### src/rtl/dbba_pkg.sv
package dbba_pkg;

  localparam int GROUP_BITS = 32768;
  localparam int WORD_BITS  = 32;
  localparam int NWORDS     = GROUP_BITS / WORD_BITS;
  localparam int WIDX_W     = $clog2(NWORDS);
  localparam int BOFF_W     = $clog2(WORD_BITS);
  localparam int BLK_W      = $clog2(GROUP_BITS);
  localparam int CNT_W      = 16;

  typedef logic [WORD_BITS-1:0] word_t;
  typedef logic [CNT_W-1:0]     cnt_t;
  typedef logic [BLK_W-1:0]     blk_t;
  typedef logic [BOFF_W:0]      bidx_t;

  localparam cnt_t CNT_MAX = '1;

  // Input operation codes.
  localparam logic [2:0] FN_ALLOC  = 3'd0;
  localparam logic [2:0] FN_FREE   = 3'd1;
  localparam logic [2:0] FN_COMMIT = 3'd2;
  localparam logic [2:0] FN_LOAD   = 3'd3;
  localparam logic [2:0] FN_SETCNT = 3'd4;

  typedef enum logic [2:0] {
    ST_OK        = 3'd0,
    ST_NO_SPACE  = 3'd1,
    ST_BAD_RANGE = 3'd2,
    ST_META      = 3'd3,
    ST_CORRUPT   = 3'd4,
    ST_COUNT     = 3'd5,
    ST_BAD_OP    = 3'd6
  } st_t;

  typedef enum logic [3:0] {
    DP_NOP, DP_LATCH, DP_RANGE, DP_READ, DP_CHK, DP_FIND, DP_CLAIM, DP_UNDO,
    DP_FREE, DP_COMMIT, DP_CLEAR, DP_LOAD, DP_FB_SET, DP_FB_SUB, DP_FB_ADD
  } dp_op_t;

  typedef enum logic [3:0] {
    RG_BMAP, RG_IMAP, RG_ITAB, RG_SCAN1, RG_SCAN2, RG_RUN, RG_UNDO, RG_FREE, RG_ALL
  } rg_t;

  typedef struct packed {
    dp_op_t op;
    rg_t    rsel;
    st_t    code;
  } dp_cmd_t;

  typedef struct packed {
    logic [2:0] func;
    logic done;
    logic found;
    logic bad;
    logic cont;
    logic free_zero;
    logic want_zero;
    logic bounds_ok;
    logic free_bad;
    logic hits;
    logic load_bad;
    logic goal_pos;
    logic underflow;
    logic overflow;
  } dp_stat_t;

  typedef struct packed {
    cnt_t group_blocks;
    blk_t block_map_pos;
    blk_t inode_map_pos;
    blk_t inode_table_pos;
    blk_t inode_table_len;
  } cfg_t;

  typedef struct packed {
    cnt_t free_count;
    cnt_t already_free;
    cnt_t granted;
    blk_t first_block;
    st_t  status;
  } result_t;

  // Bits lo .. hi-1 of a word set.
  function automatic word_t range_mask(input bidx_t lo, input bidx_t hi);
    word_t m;
    for (int i = 0; i < WORD_BITS; i++) begin
      m[i] = (bidx_t'(i) >= lo) && (bidx_t'(i) < hi);
    end
    return m;
  endfunction

  // Index of the lowest set bit; the top bit acts as a sentinel.
  function automatic bidx_t lsb_index(input logic [WORD_BITS:0] v);
    logic [WORD_BITS:0] oh;
    bidx_t idx;
    oh = v & (~v + 1'b1);
    idx = '0;
    for (int j = 0; j <= BOFF_W; j++) begin
      for (int i = 0; i <= WORD_BITS; i++) begin
        if (((i >> j) & 1) != 0) begin
          idx[j] = idx[j] | oh[i];
        end
      end
    end
    return idx;
  endfunction

  // Population count as nibble counts followed by a short sum.
  function automatic bidx_t popcount(input word_t v);
    logic [2:0] nib [WORD_BITS/4];
    bidx_t s;
    for (int n = 0; n < WORD_BITS / 4; n++) begin
      nib[n] = 3'(v[4*n]) + 3'(v[4*n+1]) + 3'(v[4*n+2]) + 3'(v[4*n+3]);
    end
    s = '0;
    for (int n = 0; n < WORD_BITS / 4; n++) begin
      s = s + bidx_t'(nib[n]);
    end
    return s;
  endfunction

  function automatic logic in_span(input cnt_t b, input cnt_t first, input cnt_t len);
    return (len != '0) && (b >= first) && ((b - first) < len);
  endfunction

endpackage

### src/rtl/dbba_ctrl.sv
module dbba_ctrl (
  input  logic               clk,
  input  logic               rst_n,
  input  logic               in_valid,
  input  logic               out_full,
  input  dbba_pkg::dp_stat_t stat,
  output dbba_pkg::dp_cmd_t  cmd,
  output logic               in_ready,
  output logic               push
);
  import dbba_pkg::*;

  typedef enum logic [4:0] {
    S_CLR_INIT, S_CLR, S_IDLE, S_DISP,
    S_CHK_RD, S_CHK_PR, S_CHK_NX,
    S_SCAN_RD, S_SCAN_PR, S_SCAN_NX,
    S_RUN_RD, S_RUN_PR, S_RUN_NX, S_RUN_END,
    S_UNDO_RD, S_UNDO_PR, S_UNDO_NX,
    S_FREE_RD, S_FREE_PR, S_FREE_NX,
    S_CMT_RD, S_CMT_PR, S_CMT_NX,
    S_OUT
  } state_t;

  state_t state_r, state_nxt;
  st_t code_r, code_nxt;
  logic [1:0] sel_r, sel_nxt;
  logic pass_r, pass_nxt;

  always_comb begin
    state_nxt = state_r;
    code_nxt  = code_r;
    sel_nxt   = sel_r;
    pass_nxt  = pass_r;
    cmd.op    = DP_NOP;
    cmd.rsel  = RG_ALL;
    cmd.code  = code_r;
    push      = 1'b0;
    unique case (state_r)
      S_CLR_INIT: begin
        cmd.op    = DP_RANGE;
        state_nxt = S_CLR;
      end
      S_CLR: begin
        if (stat.done) begin
          state_nxt = S_IDLE;
        end else begin
          cmd.op = DP_CLEAR;
        end
      end
      S_IDLE: begin
        if (in_valid) begin
          cmd.op    = DP_LATCH;
          state_nxt = S_DISP;
        end
      end
      S_DISP: begin
        state_nxt = S_OUT;
        code_nxt  = ST_OK;
        sel_nxt   = 2'd0;
        case (stat.func)
          FN_ALLOC: begin
            if (stat.free_zero) begin
              code_nxt = ST_NO_SPACE;
            end else if (!stat.bounds_ok) begin
              code_nxt = ST_CORRUPT;
            end else begin
              cmd.op    = DP_RANGE;
              cmd.rsel  = RG_BMAP;
              state_nxt = S_CHK_RD;
            end
          end
          FN_FREE: begin
            if (stat.free_bad) begin
              code_nxt = ST_BAD_RANGE;
            end else if (stat.hits) begin
              code_nxt = ST_META;
            end else if (!stat.bounds_ok) begin
              code_nxt = ST_CORRUPT;
            end else begin
              cmd.op    = DP_RANGE;
              cmd.rsel  = RG_BMAP;
              state_nxt = S_CHK_RD;
            end
          end
          FN_COMMIT: begin
            cmd.op    = DP_RANGE;
            cmd.rsel  = RG_ALL;
            state_nxt = S_CMT_RD;
          end
          FN_LOAD: begin
            if (stat.load_bad) begin
              code_nxt = ST_BAD_RANGE;
            end else begin
              cmd.op = DP_LOAD;
            end
          end
          FN_SETCNT: cmd.op = DP_FB_SET;
          default:   code_nxt = ST_BAD_OP;
        endcase
      end
      S_CHK_RD: begin
        cmd.op    = DP_READ;
        state_nxt = S_CHK_PR;
      end
      S_CHK_PR: begin
        cmd.op    = DP_CHK;
        state_nxt = S_CHK_NX;
      end
      S_CHK_NX: begin
        if (stat.bad) begin
          code_nxt  = ST_CORRUPT;
          state_nxt = S_OUT;
        end else if (!stat.done) begin
          state_nxt = S_CHK_RD;
        end else if (sel_r == 2'd0) begin
          cmd.op    = DP_RANGE;
          cmd.rsel  = RG_IMAP;
          sel_nxt   = 2'd1;
          state_nxt = S_CHK_RD;
        end else if (sel_r == 2'd1) begin
          cmd.op    = DP_RANGE;
          cmd.rsel  = RG_ITAB;
          sel_nxt   = 2'd2;
          state_nxt = S_CHK_RD;
        end else if (stat.func == FN_ALLOC) begin
          if (stat.want_zero) begin
            code_nxt  = ST_NO_SPACE;
            state_nxt = S_OUT;
          end else begin
            cmd.op    = DP_RANGE;
            cmd.rsel  = RG_SCAN1;
            pass_nxt  = 1'b0;
            state_nxt = S_SCAN_RD;
          end
        end else begin
          cmd.op    = DP_RANGE;
          cmd.rsel  = RG_FREE;
          state_nxt = S_FREE_RD;
        end
      end
      S_SCAN_RD: begin
        cmd.op    = DP_READ;
        state_nxt = S_SCAN_PR;
      end
      S_SCAN_PR: begin
        cmd.op    = DP_FIND;
        state_nxt = S_SCAN_NX;
      end
      S_SCAN_NX: begin
        if (stat.found) begin
          cmd.op    = DP_RANGE;
          cmd.rsel  = RG_RUN;
          state_nxt = S_RUN_RD;
        end else if (!stat.done) begin
          state_nxt = S_SCAN_RD;
        end else if (!pass_r && stat.goal_pos) begin
          cmd.op    = DP_RANGE;
          cmd.rsel  = RG_SCAN2;
          pass_nxt  = 1'b1;
          state_nxt = S_SCAN_RD;
        end else begin
          code_nxt  = ST_NO_SPACE;
          state_nxt = S_OUT;
        end
      end
      S_RUN_RD: begin
        cmd.op    = DP_READ;
        state_nxt = S_RUN_PR;
      end
      S_RUN_PR: begin
        cmd.op    = DP_CLAIM;
        state_nxt = S_RUN_NX;
      end
      S_RUN_NX: begin
        state_nxt = stat.cont ? S_RUN_RD : S_RUN_END;
      end
      S_RUN_END: begin
        if (stat.hits || stat.underflow) begin
          cmd.op    = DP_RANGE;
          cmd.rsel  = RG_UNDO;
          state_nxt = S_UNDO_RD;
        end else begin
          cmd.op    = DP_FB_SUB;
          code_nxt  = ST_OK;
          state_nxt = S_OUT;
        end
      end
      S_UNDO_RD: begin
        cmd.op    = DP_READ;
        state_nxt = S_UNDO_PR;
      end
      S_UNDO_PR: begin
        cmd.op    = DP_UNDO;
        state_nxt = S_UNDO_NX;
      end
      S_UNDO_NX: begin
        if (!stat.done) begin
          state_nxt = S_UNDO_RD;
        end else begin
          code_nxt  = stat.hits ? ST_META : ST_COUNT;
          state_nxt = S_OUT;
        end
      end
      S_FREE_RD: begin
        cmd.op    = DP_READ;
        state_nxt = S_FREE_PR;
      end
      S_FREE_PR: begin
        cmd.op    = DP_FREE;
        state_nxt = S_FREE_NX;
      end
      S_FREE_NX: begin
        if (!stat.done) begin
          state_nxt = S_FREE_RD;
        end else if (stat.overflow) begin
          code_nxt  = ST_COUNT;
          state_nxt = S_OUT;
        end else begin
          cmd.op    = DP_FB_ADD;
          code_nxt  = ST_OK;
          state_nxt = S_OUT;
        end
      end
      S_CMT_RD: begin
        cmd.op    = DP_READ;
        state_nxt = S_CMT_PR;
      end
      S_CMT_PR: begin
        cmd.op    = DP_COMMIT;
        state_nxt = S_CMT_NX;
      end
      S_CMT_NX: begin
        state_nxt = stat.done ? S_OUT : S_CMT_RD;
      end
      S_OUT: begin
        if (!out_full) begin
          push      = 1'b1;
          state_nxt = S_IDLE;
        end
      end
      default: state_nxt = S_CLR_INIT;
    endcase
  end

  assign in_ready = state_r == S_IDLE;

  always_ff @(posedge clk) begin
    if (!rst_n) begin
      state_r <= S_CLR_INIT;
      code_r  <= ST_OK;
      sel_r   <= 2'd0;
      pass_r  <= 1'b0;
    end else begin
      state_r <= state_nxt;
      code_r  <= code_nxt;
      sel_r   <= sel_nxt;
      pass_r  <= pass_nxt;
    end
  end

endmodule

### config.mk
export PLATFORM = sky130hd
export DESIGN_NAME = dbba_ctrl
export DESIGN_NICKNAME = d
export VERILOG_FILES = /design/src/rtl/dbba_pkg.sv /design/src/rtl/dbba_ctrl.sv
export SDC_FILE = /design/constraint.sdc
export NUM_CORES = 1
export LEC_CHECK = 0
export BUFFER_PORTS_ARGS = -buffer_cell sky130_fd_sc_hd__buf_2
export CORE_MARGIN = 2
export CORE_UTILIZATION = 51
export DETAILED_ROUTE_END_ITERATION = 7
export GPL_TIMING_DRIVEN = 0
export PLACE_DENSITY = 0.83
export SLEW_MARGIN = 10
export SYNTH_ARGS = -nofsm -noshare
export SYNTH_HDL_FRONTEND = slang
export SYNTH_SLANG_ARGS = --single-unit
### constraint.sdc
create_clock -name clk -period 1.5 [get_ports clk]
set_input_delay 0.15 -clock clk [delete_from_list [all_inputs] [get_ports clk]]
set_output_delay 0.15 -clock clk [all_outputs]
set_load 0.02 [all_outputs]
* Word level (Yosys, flattened, before mapping) *
Cells that the tools add are included.
W data, S select, Z words.

cells by class
  equal/unequal tests = 50
  mux-type cells = 85
  reduce and logical (&&, ||, !) cells = 15

operators by type and width
  kind                  count
  $pmux W5 S24          1
  $mux W5               18
  $mux W3               20
  $pmux W4 S15          1
  $mux W6               8
  $eq A5 B4 Y1 const B  8
  $eq A5 B5 Y1 const B  8
  $mux W8               5
  $ne A2 B2 Y1 const B  16
  $mux W4               6
  $eq A5 B3 Y1 const B  4
  $pmux W4 S5           1
  $ne A3 B3 Y1 const B  6
  $pmux W3 S6           1
  $pmux W4 S4           1
  $pmux W5 S3           1
  $mux W1               12
  $mux W2               6
  $pmux W3 S4           1
  $reduce_and A12 Y1    1
  $eq A5 B2 Y1 const B  2
  $reduce_and A10 Y1    1
  $pmux W4 S2           1
  $eq A3 B2 Y1 const B  2
  other kinds (18)      19

word-level totals
  output and inout bits = 13
  register bits after elaboration = 11
  word-level logic and storage cells = 154
  input port bits = 20

* Longest topological paths before layout *
Gate-level depths: netlist of run 1.

  word-level depth = 7
  depth in mapped cells = 8
  mapped depth without buffers = 5

* Least setup slack after synthesis of run 1 *
Ideal clock, no wire load.

  path kind = register to output
  start point = reg state_r[1]
  end point = out push
  required time = 1,350 ps
  cell stages (with the launch flop) = 6
  arrival = 1,632 ps
  setup slack = -282 ps
  path buffers = 4
  path through = dfxtp_1 -> buf_4 -> buf_4 -> buf_6 -> buf_2 -> nor4b_1

on the way
  word-level cells in the longest chain between the ends = 2

ends and longest elaborated chain
  element                 line              RTL
  start, declared         dbba_ctrl.sv:24   state_t state_r, state_nxt;
  start signal, assigned  dbba_ctrl.sv:254  state_r <= state_nxt;
  $eq A5 B5 Y1            dbba_ctrl.sv:38   unique case (state_r)
  $mux W1                 dbba_ctrl.sv:38
  end, declared           dbba_ctrl.sv:9    output logic push

Every way passes these cells.

==> metrics.txt, run 1 <==
cell total after placement 330; Initial Util between 50% and 60%; first-pass GRT wire length around 12 mm; initial DRC count around 440; Num CTS Buffers 3; vias in the first global route between 2000 and 2500; WHS ~0.16 ns; largest net degree at the start of global routing 11; max_cap viols 0; critical path's slowest cell or3b_1; post-route insts no fill 366; post-route minimum period just over 2 ns; P_leak 1.20 nW; slowest cell delay on critical path around 0.38 ns; die width between 60 and 70 um; relative max-transition margin 55.1%; Area Overhead vs Synth 63.8%; min setup slack post-route -0.576 ns; Synth async-reset ratio 0%; full die area between 4000 and 5000 sq um; Final ANT Viol Nets 0; Mapped Area about 1800 sq um; Total Wirelength 9.04 mm; Die Y 63.7 um; CP cell instances buf_6 -> buf_6 -> or3b_1 -> a2bb2oi_1 -> nor2_1 -> a31oi_1 -> o21ai_2 -> buf_6; RSZ-0062 raised after global routing yes; row count 21; CP required about 1.4 ns; input/output buffers 28; Vias around 2700; Total GRT Usage a little over a third; synthesized instance count 256; DR vias/cell about 7.5; antenna cell count 0; Max Clock Freq 482 MHz; Arr. time, crit path around 1.9 ns; Layout Utilization between 80% and 90%; Max clock buf depth 2; GR Overflow Total 0; H-tree depth 1; initial antenna violation count 0; CP max FO 6; number of synthesized register bits 11; drc violations 0; sequential fraction of the synthesis area roughly 12%; post-detail-place hpwl 4.84 mm; Post-Syn Nets about 280; Crit. End Element output port; violated checks negative setup slack; Worst Skew ~0.0036 ns; HP Class in -> reg; CP Class reg -> out; synth unique cells 73; Final Cycle Share 138%; GPL Wtd Cong approximately 0.99; Ports 33; Final Hold Vio Count 0; most common library cell in the layout ignoring fill and taps buf_4; Skew-Pair Late Insertion Delay roughly 0.28 ns; clk sink count 11; final-stage net count between 300 and 400; pwr dens 1710 nW/um^2; Slew Viols, Final 0; most frequent cells in the layout buf_4 (26), buf_6 (24), buf_2 (23); YS warnings 0; Worst-path clk slew 0.08 ns; hold buffer count at cts 0; Pre-antenna DRT Iters 8; CTS tree done; root buf cell clkbuf_4; core footprint 3390 sq um; status finished with violations; Final setup viols 21; DR WL/cell 24.7 um; number of synthesized flops with an enable pin 0; setup tns final -6.46 ns; Placement Setup Slack -0.560 ns; CP most frequent cell buf_6; share of cells above drive strength 1 between 50% and 60%; Critical Path Start Type register; Max VDD drop between 0.9 and 1 mV; Worst-Margin Slew 0.668 ns; Synth Area per Inst about 7.1 sq um; ys flop type dfxtp_1
==> cells by family after synthesis <==
| group | count (synthesis) | synth area share (%) |
|---|---|---|
| compound gates | 88 | 35.4 |
| buf+inv | 33 | 11.1 |
| xor+xnor | 1 | 0.483 |
| simple gates | 121 | 39.7 |
| mux | 2 | 1.17 |
| flops | 11 | 12.1 |
==> metrics by stage <==
stage / total power [mW] / instance area [sq um]
floorplan: 2.40 / 1920
global placement: 3.01 / 2120
detailed placement: 3.01 / 2120
CTS: 4.02 / 2630
global route: 5.17 / 2970
finish: 5.08 / 2970
==> layer usage <==
| metal | up-vias | GRT usage (%) | wire length, um |
|---|---|---|---|
| met2 | 322 | 57.9 | 3910 |
| met1 | 1229 | 49.0 | 3150 |
| met3 | 99 | 6.61 | 1300 |
| met4 | 0 | 14.1 | 678 |
| li1 | 1097 | - | - |
| met5 | - | 0 | 0 |
==> worst paths after layout <==
kind	depth (start not counted)	start	slack [ns]	end
worst min register to register	2	code_r[2]	0.49	code_r[2]
worst max register to register	6	state_r[0]	-0.35	sel_r[0]
worst max-delay path	8	state_r[1]	-0.58	cmd[10]
worst min-delay path	2	rst_n	0.16	state_r[3]
==> power breakdown <==
| group | total, mW | leakage (nW) | internal (mW) | switching [mW] |
|---|---|---|---|---|
| clock network | 0.219 | 0.0150 | 0.103 | 0.116 |
| logic | 4.35 | 1.09 | 2.00 | 2.35 |
| registers | 0.508 | 0.0930 | 0.395 | 0.113 |
| total | 5.08 | 1.20 | 2.50 | 2.58 |
==> registers in the layout (all words and copies together), names as in the netlist <==
signal and cells:
state_r 5, sel_r 2, pass_r 1, code_r 3
==> what timing repair did <==
item | 4_1_cts | 5_1_grt
pin swaps | 19 | 20
endpoints found under the hold margin | 0 | 0
setup buffers | 21 | 12
gates resized for setup | 85 | 58
setup endpoints to repair | 20 | 21
==> cells in the mapped netlist, types with 3 or more instances <==
cell	number	area share, %
o21ai_0	16	4.4
o21a_1	4	1.7
nor4b_1	3	1.4
o211ai_1	4	1.7
nand3b_1	3	1.2
a22oi_1	5	2.1
inv_1	6	1.2
nand4_1	7	2.4
buf_2	13	3.6
o22ai_1	3	1.0
nand3_1	5	1.4
o21bai_1	3	1.2
nor3_1	9	2.5
a31oi_1	6	2.1
a211oi_2	3	2.1
a21o_1	3	1.2
buf_6	5	3.1
nand2_1	20	4.1
dfxtp_1	11	12
nor4_1	3	1.0
nand2b_1	10	3.4
buf_4	6	2.5
nor2b_1	11	3.8
a21oi_1	12	3.3
nor2_1	25	5.2
==> critical path: cells and delay by family (launching register included) <==
family / cells / cell delay [ns]
simple gates: 2 / 0.51
buf+inv: 3 / 0.41
compound gates: 3 / 0.38
flops: 1 / 0.34
==> cell type report <==
class	instances	area (sq um)
flip-flops and latches	11	235
inverters	7	30.0
clock buffers	4	26.3
repair buffers	61	478
multi-input cells	212	1840
plain buffers	25	308
well taps	46	57.6
fillers	152	415
(Power assumes the default switching activity.)
==> inputs of run 2 (changes only) <==
--- a/config.mk
+++ b/config.mk
@@ -6,8 +6,8 @@
 export NUM_CORES = 1
 export LEC_CHECK = 0
 export BUFFER_PORTS_ARGS = -buffer_cell sky130_fd_sc_hd__buf_2
-export CORE_MARGIN = 2
 export CORE_UTILIZATION = 51
+export CTS_CLUSTER_SIZE = 28
 export DETAILED_ROUTE_END_ITERATION = 7
 export GPL_TIMING_DRIVEN = 0
 export PLACE_DENSITY = 0.83
==> metrics.txt, run 2 (same netlist as run 1, synthesis figures left out) <==
status finished with violations; violated checks design-rule violations, negative setup slack; Final Hold Vio Count 0 (unchanged); Crit. End Element output port; Total GRT Usage 45.0% (+8.5 points); Final setup viols 21 (unchanged); drc violations 25 (+25); Pre-antenna DRT Iters 8 (unchanged); met3 Usage GRT 18.3% (+12 points); Worst Setup SP state_r[3]; min setup slack post-route -0.665 ns (-0.0884 ns); max_cap viols 0 (unchanged); full die area 3800 sq um (-6.2%); met2 usage 68.4% (+10 points); initial antenna violation count 0 (unchanged); die width 61.7 um (-3.1%); FILL cells 90 (-41%); Placement Setup Slack -0.569 ns (-0.00930 ns); Num CTS Buffers 3 (unchanged); RSZ-0062 raised after global routing yes; input/output buffers 28 (unchanged); CTS tree done; Final ANT Viol Nets 0 (unchanged); Final Cycle Share 144% (+5.9 points); Critical Path Start Type register; Vias 3130 (+14%); root buf cell clkbuf_4; Area Overhead vs Synth 76.0%; setup tns final -8.16 ns (-1.69 ns); DR WL/cell 30.1 um (+22%); vias in the first global route 2380 (+3.1%); initial DRC count 749 (+71%); CP max FO 8 (+2); most frequent cells in the layout buf_4 (35), buf_6 (27), buf_2 (25); Die Y 61.7 um (-3.1%); Arr. time, crit path 2.01 ns (+0.08 ns); GPL Wtd Cong 1.01 (+2.7%); Max Clock Freq 462 MHz (-4.1%); FF-to-FF Start state_r[4]; worst hold path startpoint rst_n; share of cells above drive strength 1 57.9% (+5.1 points); relative max-transition margin 49.7% (-5.4 points); hold buffer count at cts 0 (unchanged); H-tree depth 1 (unchanged); core footprint 3360 sq um (-0.78%); post-route minimum period 2.16 ns (+0.0884 ns); P_leak 1.32 nW (+9.8%); Total Wirelength 11.5 mm (+27%); final-stage net count 358 (+5.0%); first-pass GRT wire length 12.3 mm (+4.9%); WHS 0.157 ns (-0.00367 ns); Skew-Pair Late Insertion Delay 0.29 ns (about the same); Power, Total 5.83 mW (+15%); HP Class in -> reg; grt met1 use 54.7% (+5.7 points); Slew Viols, Final 0 (unchanged); GRT busiest layer met2; Largest Register state_r; cell total after placement 330 (unchanged); antenna cell count 0 (unchanged); Ports 33 (unchanged); Max clock buf depth 2 (unchanged); pwr dens 1830 nW/um^2 (+6.9%); CP required 1.35 ns (about the same); clk sink count 11 (unchanged); GR Overflow Total 0 (unchanged); DR vias/cell 8.17 (+8.9%); post-route insts no fill 383 (+4.6%); row count 21 (unchanged); Worst Skew 0.00665 ns (+0.00302 ns); Worst-Margin Slew 0.749 ns (+0.0807 ns); post-detail-place hpwl 4.79 mm (-1.1%); max reg flops 5 (unchanged); Worst-path clk slew 0.08 ns (about the same); largest net degree at the start of global routing 11 (unchanged); Initial Util 54.0% (+0.42 points); CP Class reg -> out; Max VDD drop 1.10 mV (+20%); Largest regs state_r: 5 flops, code_r: 3 flops, sel_r: 2 flops; most common library cell in the layout ignoring fill and taps buf_4
run 2: cell types whose count changed in the layout (fill, tap and decap cells not counted), moves of 3 or more:
cell / change
buf_4: +9
a22oi_1: -3
a22oi_2: +3
buf_6: +3
nor2_1: -3
run 2: power by group:
part | leakage [nW] | switching (mW) | total, mW | internal, mW
registers | 0.0925 | 0.117 | 0.512 | 0.395
clock network | 0.0150 | 0.124 | 0.227 | 0.104
logic | 1.21 | 2.74 | 5.09 | 2.35
run 2: final timing paths:
kind                endpoint  slack, ns  depth (start not counted)
setup / recovery      cmd[9]      -0.66                          7
hold / removal    state_r[3]       0.16                          2
setup reg to reg   code_r[0]      -0.38                          7
hold reg to reg    code_r[2]       0.52                          2
run 2: metal layers:
layer,wire length [um],share of wire [%]
met1,3810,33
met2,4570,40
met3,1850,16
met4,1280,11
met5,0,0
run 2: what timing repair did:
item	CTS	global route
gates cloned	3	1
buffers inserted	24	23
pin swaps	29	26
resized for setup	86	64
endpoints found under the setup margin	20	21
run 2: through the flow:
stage	area (sq um)	utilization, %
floorplan	1920	-
global placement	2120	62.9
detailed placement	2120	62.9
CTS	2770	82.3
global route	3200	95.0
finish	3200	95.0
run 2: cell type report:
type	instances	area [sq um]	area share (%)
Sequential cell	11	234	7.32
Buffer	26	299	9.36
Inverter	7	30.0	0.940
Tap cell	46	57.6	1.80
Clock buffer	4	26.3	0.822
Timing Repair Buffer	77	671	21.0
Multi-Input combinational cell	212	1880	58.8
run 2: worst max-delay path: stages (launching register included):
cell	delay, ns
dfxtp_2	0.36
buf_6	0.15
buf_8	0.15
nor4bb_4	0.38
nand3_1	0.14
o211ai_1	0.20
o21bai_4	0.20
buf_6	0.14
